[config.mk]
export PLATFORM = sky130hd
export DESIGN_NAME = icv_isqrt
export DESIGN_NICKNAME = d
export VERILOG_FILES = /design/src/design/icv_pkg.sv /design/src/design/icv_isqrt.sv
export SDC_FILE = /design/constraint.sdc
export NUM_CORES = 2
export LEC_CHECK = 0
export ABC_CLOCK_PERIOD_IN_PS = 4000
export BUFFER_PORTS_ARGS = -buffer_cell sky130_fd_sc_hd__buf_2
export CAP_MARGIN = 20
export CORE_ASPECT_RATIO = 0.75
export CORE_UTILIZATION = 58
export DETAILED_ROUTE_END_ITERATION = 10
export PLACE_DENSITY = 0.85
export SYNTH_ARGS = -nofsm -noshare
export SYNTH_HDL_FRONTEND = slang
export SYNTH_MEMORY_MAX_BITS = 65536
export SYNTH_SLANG_ARGS = --single-unit
export TNS_END_PERCENT = 1
[constraint.sdc]
create_clock -name i_clk -period 4 [get_ports i_clk]
set_clock_uncertainty 0.1 [all_clocks]
set_input_delay 0.4 -clock i_clk [delete_from_list [all_inputs] [get_ports i_clk]]
set_output_delay 0.4 -clock i_clk [all_outputs]
set_load 0.005 [all_outputs]
[src/design/icv_pkg.sv]
// shared constants and tables for the isotropic collision velocity block
// no dependencies; imported by icv_isqrt, icv_cordic, the top level and the testbench
package icv_pkg;

    // field widths
    localparam int VelW      = 32;
    localparam int RandBits  = 16;
    localparam int InDataW   = 6 * VelW + 2 * RandBits;
    localparam int OutDataW  = 6 * VelW;

    // trig and square-root formats
    localparam int TrigFrac    = 30;
    localparam int CordicSteps = 24;
    localparam int CordicW     = 33;
    localparam int SqrtInW     = 64;
    localparam int SqrtOutW    = 32;
    localparam logic signed [CordicW-1:0] CordicGainInv = 33'sd652032874;

    // pipeline timing: front end, square root, back end
    localparam int FrontStages = 3;
    localparam int SqrtStages  = SqrtOutW;
    localparam int CordicLat   = CordicSteps + 1;
    localparam int TrigReady   = FrontStages + SqrtStages;
    localparam int AzDelay     = TrigReady - 1 - CordicLat;
    localparam int CmDelay     = TrigReady - 1;
    localparam int PipeDepth   = TrigReady + 3;

    // arctangent of 2^-i in turns, scaled by 2^32
    function automatic logic signed [31:0] turn_atan(input int idx);
        logic signed [31:0] a;
        case (idx)
            0:       a = 32'h20000000;
            1:       a = 32'h12e4051d;
            2:       a = 32'h09fb385b;
            3:       a = 32'h051111d4;
            4:       a = 32'h028b0d43;
            5:       a = 32'h0145d7e1;
            6:       a = 32'h00a2f61e;
            7:       a = 32'h00517c55;
            8:       a = 32'h0028be53;
            9:       a = 32'h00145f2e;
            10:      a = 32'h000a2f98;
            11:      a = 32'h000517cc;
            12:      a = 32'h00028be6;
            13:      a = 32'h000145f3;
            14:      a = 32'h0000a2f9;
            15:      a = 32'h0000517c;
            16:      a = 32'h000028be;
            17:      a = 32'h0000145f;
            18:      a = 32'h00000a2f;
            19:      a = 32'h00000517;
            20:      a = 32'h0000028b;
            21:      a = 32'h00000145;
            22:      a = 32'h000000a2;
            23:      a = 32'h00000051;
            default: a = 32'h00000000;
        endcase
        return a;
    endfunction

endpackage

[src/design/icv_isqrt.sv]
// pipelined integer square root, one result bit per stage
// depends on icv_pkg for the radicand and root widths
module icv_isqrt
    import icv_pkg::*;
(
    input  logic                i_clk,
    input  logic                i_en,
    input  logic [SqrtInW-1:0]  i_radicand,
    output logic [SqrtOutW-1:0] o_root
);

    logic [SqrtInW-1:0]  r_n    [SqrtOutW];
    logic [SqrtOutW+1:0] r_rem  [SqrtOutW];
    logic [SqrtOutW-1:0] r_root [SqrtOutW];

    for (genvar k = 0; k < SqrtOutW; k++) begin : g_stage
        logic [SqrtInW-1:0]  src_n;
        logic [SqrtOutW+1:0] src_rem;
        logic [SqrtOutW-1:0] src_root;
        logic [SqrtOutW+1:0] rem_sh;
        logic [SqrtOutW+1:0] trial;

        if (k == 0) begin : g_first
            assign src_n    = i_radicand;
            assign src_rem  = '0;
            assign src_root = '0;
        end else begin : g_next
            assign src_n    = r_n[k-1];
            assign src_rem  = r_rem[k-1];
            assign src_root = r_root[k-1];
        end

        // bring down two radicand bits and try the next root bit
        assign rem_sh = {src_rem[SqrtOutW-1:0], src_n[SqrtInW-1 -: 2]};
        assign trial  = {src_root, 2'b01};

        always_ff @(posedge i_clk) begin
            if (i_en) begin
                r_n[k] <= src_n << 2;
                if (rem_sh >= trial) begin
                    r_rem[k]  <= rem_sh - trial;
                    r_root[k] <= {src_root[SqrtOutW-2:0], 1'b1};
                end else begin
                    r_rem[k]  <= rem_sh;
                    r_root[k] <= {src_root[SqrtOutW-2:0], 1'b0};
                end
            end
        end
    end

    assign o_root = r_root[SqrtOutW-1];

endmodule

# Yosys cells after proc, flatten, opt, wreduce, memory -nomap -nowiden

Memories as Yosys holds them, arrays and structs flattened.
Index checks and enable logic that the tools add are counted.

Bits in registers: 0
RAM bits: 4,096
Bits of input ports: 66
Logic and storage cells: 389
Output and inout bits: 32
Memories kept: 3

Multiplexer cells: 258
Add/sub/neg operators: 32
Bitwise gates (word level): 64
$lt $le $gt $ge: 32

Memory list:

| memory | depth | width | rd ports | clocked after memory_dff | wr ports | RTL line        | text |
|---|---|---|---|---|---|---|---|
| r_n    | 32    | 62    | 31       | 0                        | 32       | icv_isqrt.sv:12 | `logic [SqrtInW-1:0] r_n [SqrtOutW];` |
| r_rem  | 32    | 34    | 31       | 0                        | 32       | icv_isqrt.sv:13 | `logic [SqrtOutW+1:0] r_rem [SqrtOutW];` |
| r_root | 32    | 32    | 32       | 0                        | 32       | icv_isqrt.sv:14 | `logic [SqrtOutW-1:0] r_root [SqrtOutW];` |

Operator list:

| operator                                                          | number |
|---|---|
| two-way mux 34 bit                                                | 32 |
| greater-or-equal comparator 34 bit                                | 31 |
| subtractor 34 bit                                                 | 31 |
| two-way mux 32 bit                                                | 32 |
| two-way mux 1 bit                                                 | 194 |
| bitwise OR 1 bit                                                  | 64 |
| subtractor 2 x 1 -> 3 bit, second input constant                  | 1 |
| greater-or-equal comparator 2 x 1 -> 1 bit, second input constant | 1 |

# Depth between registers and ports, before layout

An unclocked memory read counts as a cell.

Word-level depth: 6
Depth in mapped cells: 14

# Worst setup path after synthesis

Ideal clock, no wire load.

Path kind: register to register
Start point: memory r_rem[0][255] (netlist bit)
End point: memory r_rem[0][293] (netlist bit) (data pin)
Required time: 3.629 ns
Period minus slack after synthesis: 3.721 ns
Arrival: 3.350 ns
Setup slack: 0.279 ns
Stages on the path, launching flop included: 11
Library setup time: 0.271 ns
Path through: edfxtp_1 -> or4_1 -> or4b_4 -> or4_1 -> or3_1 -> or3_4 -> nor4_4 -> or3_1 -> buf_4 -> nor4_1 -> xor2_1

RTL lines:

| item               | RTL line |
|---|---|
| start: declaration | icv_isqrt.sv:13 |

==> flow_metrics.py <==
metrics = {
    "drt": {
        "vias": 70900,
        "drc": 0,
        "viasPerCell": 5.89,
        "dr.pass1.iters": 6,
        "avgRoutedWirePerCell_um": 19.6,
        "ant_nets": 0,
        "drt-initial-drc-count": 7138,
        "wl_um": 236000,
    },
    "setup_path": {
        "worstPathArrival_ps": 4390,
        "end_kind": "flop",
        "regToRegStartpoint": "r_rem[0][125]",
        "cp_data_required_time_ps": 4520,
        "reg2reg_slack_ps": 130,
        "r2r-end": "r_rem[0][166]",
        "crit_type": "flop to flop",
        "worstPathMaxFanout": 7,
        "r2r_cells": 9,
        "start_kind": "flop",
    },
    "final_layout": {
        "stdcell_area_mm2": 0.128,
        "antenna_cells": 0,
        "final_util_pct": 65.3,
        "fin_nets": 9859,
        "final_common_cell": "edfxtp_1",
        "drive_above_1_share_pct": 8.26,
        "area.growth.synth_to_final_pct": 11.1,
        "layout_common_cells": "edfxtp_1 (2,464), inv_1 (711), nand2_1 (615)",
    },
    "hold_path": {
        "hold_path.class": "primary input to flop",
        "whs_endpoint": "r_n[0][13]",
        "hold_depth": 2,
        "hold_start": "i_radicand[13]",
    },
    "synth": {
        "synthXorXnorAreaFrac_pct": 6.04,
        "synth_compound_area_share_pct": 9.16,
        "synth_top_cell_by_area": "edfxtp_1",
        "yosys-top-cells-area": "edfxtp_1 (64%), ha_1 (6.1%), xor2_1 (3.2%)",
        "synthSimpleGateAreaFrac_pct": 10.4,
        "ys_seq_elements": 2465,
        "synthesis.area_mm2": 0.115,
        "muxShareOfSynthArea_pct": 0.921,
        "synthesis.instances": 8866,
        "yosysWarnings": 0,
        "syn_nets": 9494,
        "synth_edf_count": 2464,
        "synth-adder-area-share_pct": 6.13,
        "yosysUniqueCellTypes": 83,
        "syn_area_per_cell_um2": 12.9,
        "synth_top_family_by_area": "simple AND/OR/NAND/NOR gates",
        "seq_area_frac_synth_pct": 64.5,
        "synth_top_area_share_pct": 64.5,
        "synth_flop_cell": "edfxtp_1",
        "synthArstFlopShare_pct": 0,
    },
    "clock_tree": {
        "max-clock-path-buffers": 4,
        "cts_buffers": 233,
        "cts-htree-levels": 4,
        "cts-root-buf": "clkbuf_16",
        "cts_tree": "built",
        "clk_latency_ps": 880,
        "cts.clk_slew.worst_paths_ps": 60,
        "cts_sinks": 2465,
    },
    "placement": {
        "gp_congestion": 0.937,
        "dpl.hpwl_um": 166000,
        "post-place-ws_ps": 181,
        "dpl_cell_area_mm2": 0.119,
        "io_buffers": 97,
    },
    "timing": {
        "max_freq_mhz": 258,
        "finalMaxSlewViolations": 0,
        "slew_headroom_pct": 31.7,
        "report.final.hold_viol_count": 0,
        "setup_viol": 0,
        "min_period_ps": 3870,
        "worst_pin_slew_ps": 1020,
        "rsz0062_at_grt": "false",
        "period_share_pct": 96.8,
        "fin_tns_setup_ps": 0,
        "layout_setup_ws_ps": 128,
    },
    "die": {
        "coreArea_mm2": 0.195,
        "start_util_pct": 58.8,
        "rows": 140,
        "die_y_um": 387,
        "die_area_mm2": 0.200,
        "die_x_um": 516,
        "io_pins": 98,
    },
    "global_routing": {
        "use_met1_pct": 33.3,
        "overflow": 0,
        "grtUsageMet3_pct": 3.46,
        "grt_max_degree": 184,
        "grt_usage_pct": 23.4,
        "antenna_found_initial": 0,
        "grt-busiest-layer": "met2",
        "gr-usage-met2_pct": 37.5,
        "grt_pass1_wl_um": 373000,
        "grt_pass1_vias": 69200,
    },
    "run": {
        "maxCapViolCount": 0,
    },
    "pwr": {
        "ir_drop_uv": 472,
        "power.density_mw_per_mm2": 579,
        "power.leakage_uw": 0.0488,
    },
    "outcome": {
        "status": "complete, no violations",
    },
}
-- how the worst max path moves through the flow --
stage,start,end,slack [ps]
after detailed placement,r_rem[0][257],r_rem[0][285],180
after global routing,r_rem[1][418],r_rem[1][450],4
after CTS,r_rem[0][257],r_rem[0][285],160
final,r_rem[0][125],r_rem[0][166],130
after floorplan,r_rem[0][255],r_rem[0][293],280
after global placement,r_rem[0][223],r_rem[0][263],180
-- synthesized netlist by cell type (all sizes together), types with 18 or more instances --
master	count
buf	18
nor3b	18
o21bai	29
nand4	85
a21oi	461
or2	63
o211ai	46
edfxtp	2464
nor4	109
a211o	26
and3	41
nand3b	29
nor3	243
nor2	533
a31oi	52
mux2	85
or3	100
nor4b	30
xnor2	367
nand3	147
o31ai	44
a211oi	56
o21ai	516
clkbuf	154
inv	712
nand4b	18
nor2b	78
nand2b	115
ha	562
or4	56
a21o	221
and2	50
nand2	615
xor2	424
o21a	77
-- flip-flops by register name, indices dropped and copies added, names as in the netlist --
register,cells
r_n,992
r_rem,945
r_root,528
-- metrics by stage --
stage / power [uW] / hold WS (ps) / cells
2_1_floorplan: 46800 / 300 / 8866
3_3_place_gp: 51000 / 300 / 11600
3_5_place_dp: 51700 / 305 / 11600
4_1_cts: 74100 / 57.0 / 12000
5_1_grt: 77300 / 95.3 / 12000
6_report: 73900 / 128 / 12000
-- routing by layer --
layer | share of wire (%) | wire, um
met1 | 44 | 104000
met2 | 47 | 110000
met3 | 6.5 | 15400
met4 | 2.8 | 6720
met5 | 0 | 0
-- final cells by class --
class / count / area (um^2)
flip-flops and latches: 2465 / 74000
fillers: 13800 / 67800
multi-input cells: 5517 / 37500
clock buffers: 277 / 6040
well taps: 2627 / 3290
inverters: 712 / 2670
repair buffers: 302 / 2400
clock inverters: 144 / 1570
-- cells by family after synthesis --
logic type	after synthesis
DFF	2465
and+or+nand+nor	2371
AOI/OAI and AO/OA	1698
buffers and inverters	884
xor gates and xnor gates	791
adders and majority gates	562
muxes	95
-- report_power, final --
part / switching [uW] / total, uW / internal (uW)
registers: 2280 / 35200 / 32900
logic: 9410 / 16400 / 7030
clock network: 9570 / 22200 / 12700
total: 21300 / 73900 / 52600
-- worst max-delay path: stages (launching register included) --
cell	delay, ps
edfxtp_1	420
or4_1	570
or4_1	460
or2_2	340
nor3_1	400
nand4b_1	410
nand2b_1	360
or3_1	290
nor3_1	110
xor2_1	160
-- repair_timing --
item,CTS,global route
hold buffers,66,0
endpoints found under the hold margin,78,0
setup buffers,0,0
setup endpoints to repair,0,16
resized for setup,0,7
No activity file was read; power rests on OpenSTA's default activity.
