==> config.mk <==
export PLATFORM = sky130hd
export DESIGN_NAME = icv_delay
export DESIGN_NICKNAME = d
export VERILOG_FILES = /design/src/design/icv_delay.sv
export SDC_FILE = /design/constraint.sdc
export NUM_CORES = 1
export LEC_CHECK = 0
export BUFFER_PORTS_ARGS = -buffer_cell sky130_fd_sc_hd__buf_2
export CORE_UTILIZATION = 40
export CTS_BUF_LIST = sky130_fd_sc_hd__clkbuf_16
export DETAILED_ROUTE_END_ITERATION = 10
export PLACE_DENSITY = 0.78
export SLEW_MARGIN = 30
export SYNTH_ARGS = -nofsm -noshare
export SYNTH_HDL_FRONTEND = slang
export SYNTH_SLANG_ARGS = --single-unit
==> constraint.sdc <==
create_clock -name i_clk -period 0.8 [get_ports i_clk]
set_input_delay 0.2 -clock i_clk [delete_from_list [all_inputs] [get_ports i_clk]]
set_output_delay 0.2 -clock i_clk [all_outputs]
set_load 0.01 [all_outputs]
==> src/design/icv_delay.sv <==
// enabled shift-register delay line for payload that rides beside the math
// depends on nothing but the clock and the pipeline enable
module icv_delay #(
    parameter int W = 32,
    parameter int D = 1
) (
    input  logic         i_clk,
    input  logic         i_en,
    input  logic [W-1:0] i_data,
    output logic [W-1:0] o_data
);

    logic [W-1:0] r_tap [D];

    // tap chain
    always_ff @(posedge i_clk) begin
        if (i_en) begin
            r_tap[0] <= i_data;
            for (int k = 1; k < D; k++) begin
                r_tap[k] <= r_tap[k-1];
            end
        end
    end

    assign o_data = r_tap[D-1];

endmodule

* Word level (Yosys, flattened, before mapping)
Memories as Yosys holds them, arrays and structs flattened.
Index checks and enable logic that the tools add are counted.
** Storage, ports and cells
- Flip-flop bits (word level) :: 0
- Latch bits :: 0
- Memory bits (writable) :: 32
- ROM bits :: 0
- Input bits :: 34
- Output and inout port bits :: 32
- Word-level logic and storage cells :: 3
- Memories :: 1
** Memories
- r_tap :: depth 1, bits a word 32, read ports 1, clocked after memory_dff 0, wr ports 1, RTL line 13 : logic [W-1:0] r_tap [D];
** Cells by class
- Add/sub/neg operators :: 0
- Multipliers :: 0
- Divide/modulo/power cells :: 0
- Order comparisons :: 0
- Eq/ne operators :: 0
- Shifts and indexed selects :: 0
- Mux-type cells :: 2
- Bitwise logic cells :: 0
- Reduce and logical (&&, ||, !) cells :: 0
** Operators with widths (count)
- $mux 1 :: 2

* Longest topological paths before layout
Gate-level depths: netlist of run 1.
- Depth after elaboration :: 2
- Mapped depth :: 0
- Depth with buffers taken out :: 0

* Worst setup path before layout of run 1
Ideal clock, no wire load.
- Path type :: register to output
- From :: mem r_tap[0][0]
- To :: out o_data[0]
- Data arrival time :: 394 ps
- Required time :: 600 ps
- Slack :: 206 ps
- Cell stages (with the launch flop) :: 1
- Path buffers :: 0
- Path through :: edfxtp_1
** Between the ends
- Cells in the longest elaborated chain, start to end :: 1
** Ends and longest elaborated chain
- start, declared :: RTL line 13
- $mem_v2 1x32
- end, declared :: RTL line 10 : output logic [W-1:0] o_data
Every way passes these cells.

* Final worst setup path of run 1
- From :: mem r_tap[0][22]
- To :: out o_data[22]
The elaborated chain is that of the path after synthesis.

==> flow_summary.ini, run 1 <==
[final_layout]
reg_with_most_ffs = r_tap
post_route_cells_drive_above_1_share_pct = 69.2
syn2layout_area_growth_pct = 55.3
non_filler_instance_count_after_layout = 132
final_common_cell = sky130_fd_sc_hd__buf_2
largest_register_ffs = 32
finish.instance_area_um2 = 1490
reg_top3 = r_tap x32
layout.comb_gates.multi_input = 0
ant_diodes = 0
finalNetCount = 140
most-common-layout-cells = sky130_fd_sc_hd__buf_2 (64), sky130_fd_sc_hd__edfxtp_1 (32), sky130_fd_sc_hd__clkbuf_16 (5)
multiInputGateArea_um2 = 0
final_util_pct = 66.8

[clock_tree]
path_clk_slew_ps = 50
cts-buffers-inserted = 5
cts_htree_levels = 2
cts.repair_timing.setup_buffer_count = 0
cts_hold_repair.buffers = 0
cts-root-to-sink-buffers = 2
cts_repair_resize_count = 0
tritoncts_clock_tree = built
cts_root_buf = sky130_fd_sc_hd__clkbuf_16
clock_sinks = 32

[global_routing]
grt_util_all_layers_pct = 14.5
antenna_found_initial = 0
grt_max_degree = 18
grt_pass1_wl_um = 2380
grt_pass1_vias = 566
grt.overflow.total = 0

[place]
detailedPlace.worstSlack_ps = 0.303
finalWeightedCongestion = 0.642
dp_cells = 127
detailed_place.area_um2 = 1360
numPortBuffers = 65

[sta]
period_utilisation_layout_pct = 124
final_critical_path_setup_slack_ps = -194
finalSetupViolations = 32
worst-slew-pin-transition_ps = 105
period_needed_ps = 994
relSlewSlack_pct = 93.1
rsz0062_at_grt = true
max_freq_mhz = 1010
drv_slew = 0
hold_violations = 0
hold_ws_ps = 105

[worst_setup_path]
crit_arrival_ps = 790
critical-path-top-delay-family = flip-flops
timing.critical_path.slowest_cell_delay_ps = 390
worst_path_slowest_cell = sky130_fd_sc_hd__edfxtp_1
crit_fanout = 1
startpoint_type = flop
cp-startpoint = r_tap[0][22]$_DFFE_PP_
timing_worst_setup_path_type = reg -> out
path_buf_inv = 1
crit_path_end_kind = primary output
worstPathCellList = buf_6
worst-endpoint-required_ps = 600

[worst_hold_path]
hold_path.class = in -> reg
holdPathStages = 1
hp-start = i_data[9]
hold-path-endpoint = r_tap[0][9]$_DFFE_PP_

[synth]
syn_area_per_cell_um2 = 30.0
yosysWarningCount = 0
synth.yosys.seq_area_share_pct = 100
synth_seq_cells = 32
syn-num-nets = 66
syn-cell-area_um2 = 961
synthesis.instances = 32
synth_cell_types = 1

[route]
route.detailed.vias_per_inst = 4.36
route.vias.total = 576
drt-wirelength-per-cell_um = 12.5
detail_route_antenna_nets = 0
drc = 0
drt_first_iter_violations = 2
count_of_tritonroute_iterations_in_the_first_routing_pass = 2
routed_wl_um = 1650

[floorplanning]
die_outline_area_um2 = 2600
floorplan.io_pins = 66
floorplan.initialDensity_pct = 43.0
fp.coreArea_um2 = 2230
die_width_um = 51.0
floorplan.rows = 17
die-height_um = 51.0

[power_and_ir_drop]
pwr-share-seq_pct = 50.9
combPwrFrac_pct = 8.2
max_rail_drop_vdd_v = 0.00241
power.density_nw_per_um2 = 2670
leakagePower_nw = 0.651
internal-power_mw = 3.25
power.clock.fraction_pct = 40.9
power.switching_mw = 0.733
power_switching_share_pct = 18.4

[flow_run]
timing.max_cap.violations = 0

[run_status]
failing_checks = negative setup slack
run_status = complete, but fails checks
[how the worst max path moves through the flow]
stage	endpoint	slack, ps	cells after the start
finish	o_data[22]	-190	1
global route	o_data[22]	-220	1
CTS	o_data[13]	-200	1
detailed placement	r_tap[0][26]$_DFFE_PP_	0.3	2
global placement	r_tap[0][2]$_DFFE_PP_	5	2
floorplan	o_data[0]	210	0
[power by group through the flow]
| stage | Combinational [mW] | Clock [mW] | Sequential (mW) |
|---|---|---|---|
| after floorplan | 0 | 0 | 2.14 |
| after global placement | 0.318 | 0 | 2.05 |
| after detailed placement | 0.328 | 0 | 2.05 |
| after CTS | 0.328 | 1.68 | 2.03 |
| after global routing | 0.351 | 1.73 | 2.04 |
| final | 0.326 | 1.63 | 2.03 |
[routing by layer]
| layer | routed length [µm] | track usage [%] | vias to the layer above |
|---|---|---|---|
| met5 | 0 | 0 | - |
| met4 | 46 | 9.72 | 0 |
| met3 | 190 | 11.6 | 5 |
| met2 | 870 | 21.9 | 36 |
| met1 | 542 | 12.8 | 261 |
| li1 | - | - | 274 |
[cell usage after synthesis]
master	instances	share of area (%)
sky130_fd_sc_hd__edfxtp_1	32	100
[final cells by class]
class	count	area, µm²
Timing Repair Buffer	67	372
Tap cell	28	35.0
Fill cell	160	741
Sequential cell	32	961
Clock buffer	5	125
[stage by stage]
step	total power [mW]	TNS [ps]
after CTS	4.03	-5480
after global placement	2.37	0
after floorplan	2.14	0
after detailed placement	2.38	0
after global routing	4.12	-6130
final	3.98	-5140
[cells by family (layout without fill, tap and decap cells)]
logic type / count (synthesis) / in the layout / synth area share, %
buffers and inverters: 0 / 72 / 0
flip-flops: 32 / 32 / 100
Power figures use the tool's default switching activity.
==> run 2, diff against run 1 <==
--- a/config.mk
+++ b/config.mk
@@ -6,6 +6,7 @@
 export NUM_CORES = 1
 export LEC_CHECK = 0
 export BUFFER_PORTS_ARGS = -buffer_cell sky130_fd_sc_hd__buf_2
+export CORE_MARGIN = 2
 export CORE_UTILIZATION = 40
 export CTS_BUF_LIST = sky130_fd_sc_hd__clkbuf_16
 export DETAILED_ROUTE_END_ITERATION = 10
@@ -14,3 +15,4 @@
 export SYNTH_ARGS = -nofsm -noshare
 export SYNTH_HDL_FRONTEND = slang
 export SYNTH_SLANG_ARGS = --single-unit
+export TNS_END_PERCENT = 10
==> run 2 against run 1 <==
Maximum frequency shrank 3.9%; via count increased by 1.2%; sequential power about the same; non-clock buffer count unchanged; clock power increased by 4%; die area grew 8.0%; final cell count up 2.3%; critical path depth unchanged; sequential share of layout area shrank 0.22 points; the flow still finishes with violations (negative setup slack); critical path type unchanged; power rose by 1.8%; utilization rose by 0.22 points; largest power group unchanged.
==> flow_summary.ini, run 2 (synthesis gave the netlist of run 1 again) <==
[sta]
period_needed_ps = 1030
drv_slew = 0
final_critical_path_setup_slack_ps = -234
relSlewSlack_pct = 92.8
period_utilisation_layout_pct = 129
finalSetupViolations = 32
hold_violations = 0
worst-slew-pin-transition_ps = 108
max_freq_mhz = 967
rsz0062_at_grt = true

[power_and_ir_drop]
internal-power_mw = 3.27
max_rail_drop_vdd_v = 0.00208
power.clock.fraction_pct = 41.9
power.density_nw_per_um2 = 2710
design_power_total_mw = 4.05
power.switching_mw = 0.785
leakagePower_nw = 0.662
combPwrFrac_pct = 8.1
pwr-share-seq_pct = 50.1
power_switching_share_pct = 19.4

[place]
finalWeightedCongestion = 0.726
dp_cells = 127
numPortBuffers = 65

[final_layout]
layout.comb_gates.multi_input = 0
reg_top3 = r_tap x32
syn2layout_area_growth_pct = 55.9
finalNetCount = 140
ant_diodes = 0
multiInputGateArea_um2 = 0
reg_with_most_ffs = r_tap
post_route_cells_drive_above_1_share_pct = 67.3
largest_register_ffs = 32
non_filler_instance_count_after_layout = 135
final_common_cell = sky130_fd_sc_hd__buf_2
most-common-layout-cells = sky130_fd_sc_hd__buf_2 (65), sky130_fd_sc_hd__edfxtp_1 (32), sky130_fd_sc_hd__clkbuf_16 (5)

[route]
detail_route_antenna_nets = 0
route.detailed.vias_per_inst = 4.32
count_of_tritonroute_iterations_in_the_first_routing_pass = 3
drt-wirelength-per-cell_um = 14.2
drc = 0
routed_wl_um = 1910
drt_first_iter_violations = 9
route.vias.total = 583

[worst_setup_path]
worstPathCellList = buf_2
worst-path-stages = 1
endpoint = o_data[20]
worst_path_slowest_cell = sky130_fd_sc_hd__edfxtp_1
crit_fanout = 1
worst-endpoint-required_ps = 600
crit_path_end_kind = primary output
critical-path-top-delay-family = flip-flops
timing_worst_setup_path_type = reg -> out
timing.critical_path.slowest_cell_delay_ps = 400
startpoint_type = flop
cp-startpoint = r_tap[0][20]$_DFFE_PP_
crit_arrival_ps = 830
path_buf_inv = 1

[global_routing]
grt.overflow.total = 0
antenna_found_initial = 0
grt_util_all_layers_pct = 16.3
grt_pass1_wl_um = 2810
grt_pass1_vias = 571
grt_max_degree = 20

[clock_tree]
path_clk_slew_ps = 50
tritoncts_clock_tree = built
cts.repair_timing.setup_buffer_count = 0
clock_sinks = 32
cts_root_buf = sky130_fd_sc_hd__clkbuf_16
cts_hold_repair.buffers = 0
cts_repair_resize_count = 0
cts_htree_levels = 2
cts-root-to-sink-buffers = 2
cts-buffers-inserted = 5

[floorplanning]
die_width_um = 53.0
floorplan.initialDensity_pct = 43.0
floorplan.io_pins = 66
floorplan.rows = 17
die_outline_area_um2 = 2810
die-height_um = 53.0
fp.coreArea_um2 = 2230

[run_status]
run_status = complete, but fails checks
failing_checks = negative setup slack

[worst_hold_path]
hold_path.class = in -> reg

[flow_run]
timing.max_cap.violations = 0
## run 2: cell types whose count changed in the layout (fill, tap and decap cells not counted), sizes merged
cell	previous run	this run
clkinv	0	1
inv	0	2
## run 2: power groups by stage
stage	clock network (mW)	registers [mW]	logic (mW)
3_5_place_dp	0	2.06	0.330
3_3_place_gp	0	2.06	0.323
5_1_grt	1.82	2.04	0.353
4_1_cts	1.75	2.03	0.331
6_report	1.70	2.03	0.327
2_1_floorplan	0	2.14	0
## run 2: worst min path at each step
stage               startpoint                endpoint  slack [ps]  depth (start not counted)
floorplan            i_data[0]   r_tap[0][0]$_DFFE_PP_         300                          0
global placement    i_data[15]  r_tap[0][15]$_DFFE_PP_         380                          1
detailed placement  i_data[20]  r_tap[0][20]$_DFFE_PP_         380                          1
CTS                 i_data[24]  r_tap[0][24]$_DFFE_PP_          90                          1
global route        i_data[11]  r_tap[0][11]$_DFFE_PP_          90                          1
finish              i_data[11]  r_tap[0][11]$_DFFE_PP_         100                          1
## run 2: cell type report
class	instances	area, µm²
flip-flops and latches	32	961
fillers	162	736
repair buffers	67	365
clock buffers	5	125
well taps	28	35.0
clock inverters	3	11.3
## run 2: layer usage
metal,track usage (%),part of all wire (%)
met5,0,0
met4,8.97,2.7
met3,9.04,11
met2,23.5,50
met1,19.1,37
## run 2: through the flow
step	hold WS (ps)	area, µm²	utilization [%]	TNS, ps	worst slack [ps]
global placement	377	1360	61.0	0	0.697
detailed placement	378	1360	61.0	-161	-8.74
floorplan	299	961	-	0	206
finish	101	1500	67.1	-5460	-234
global route	89.2	1500	67.1	-6500	-262
CTS	93.3	1500	67.1	-5820	-246
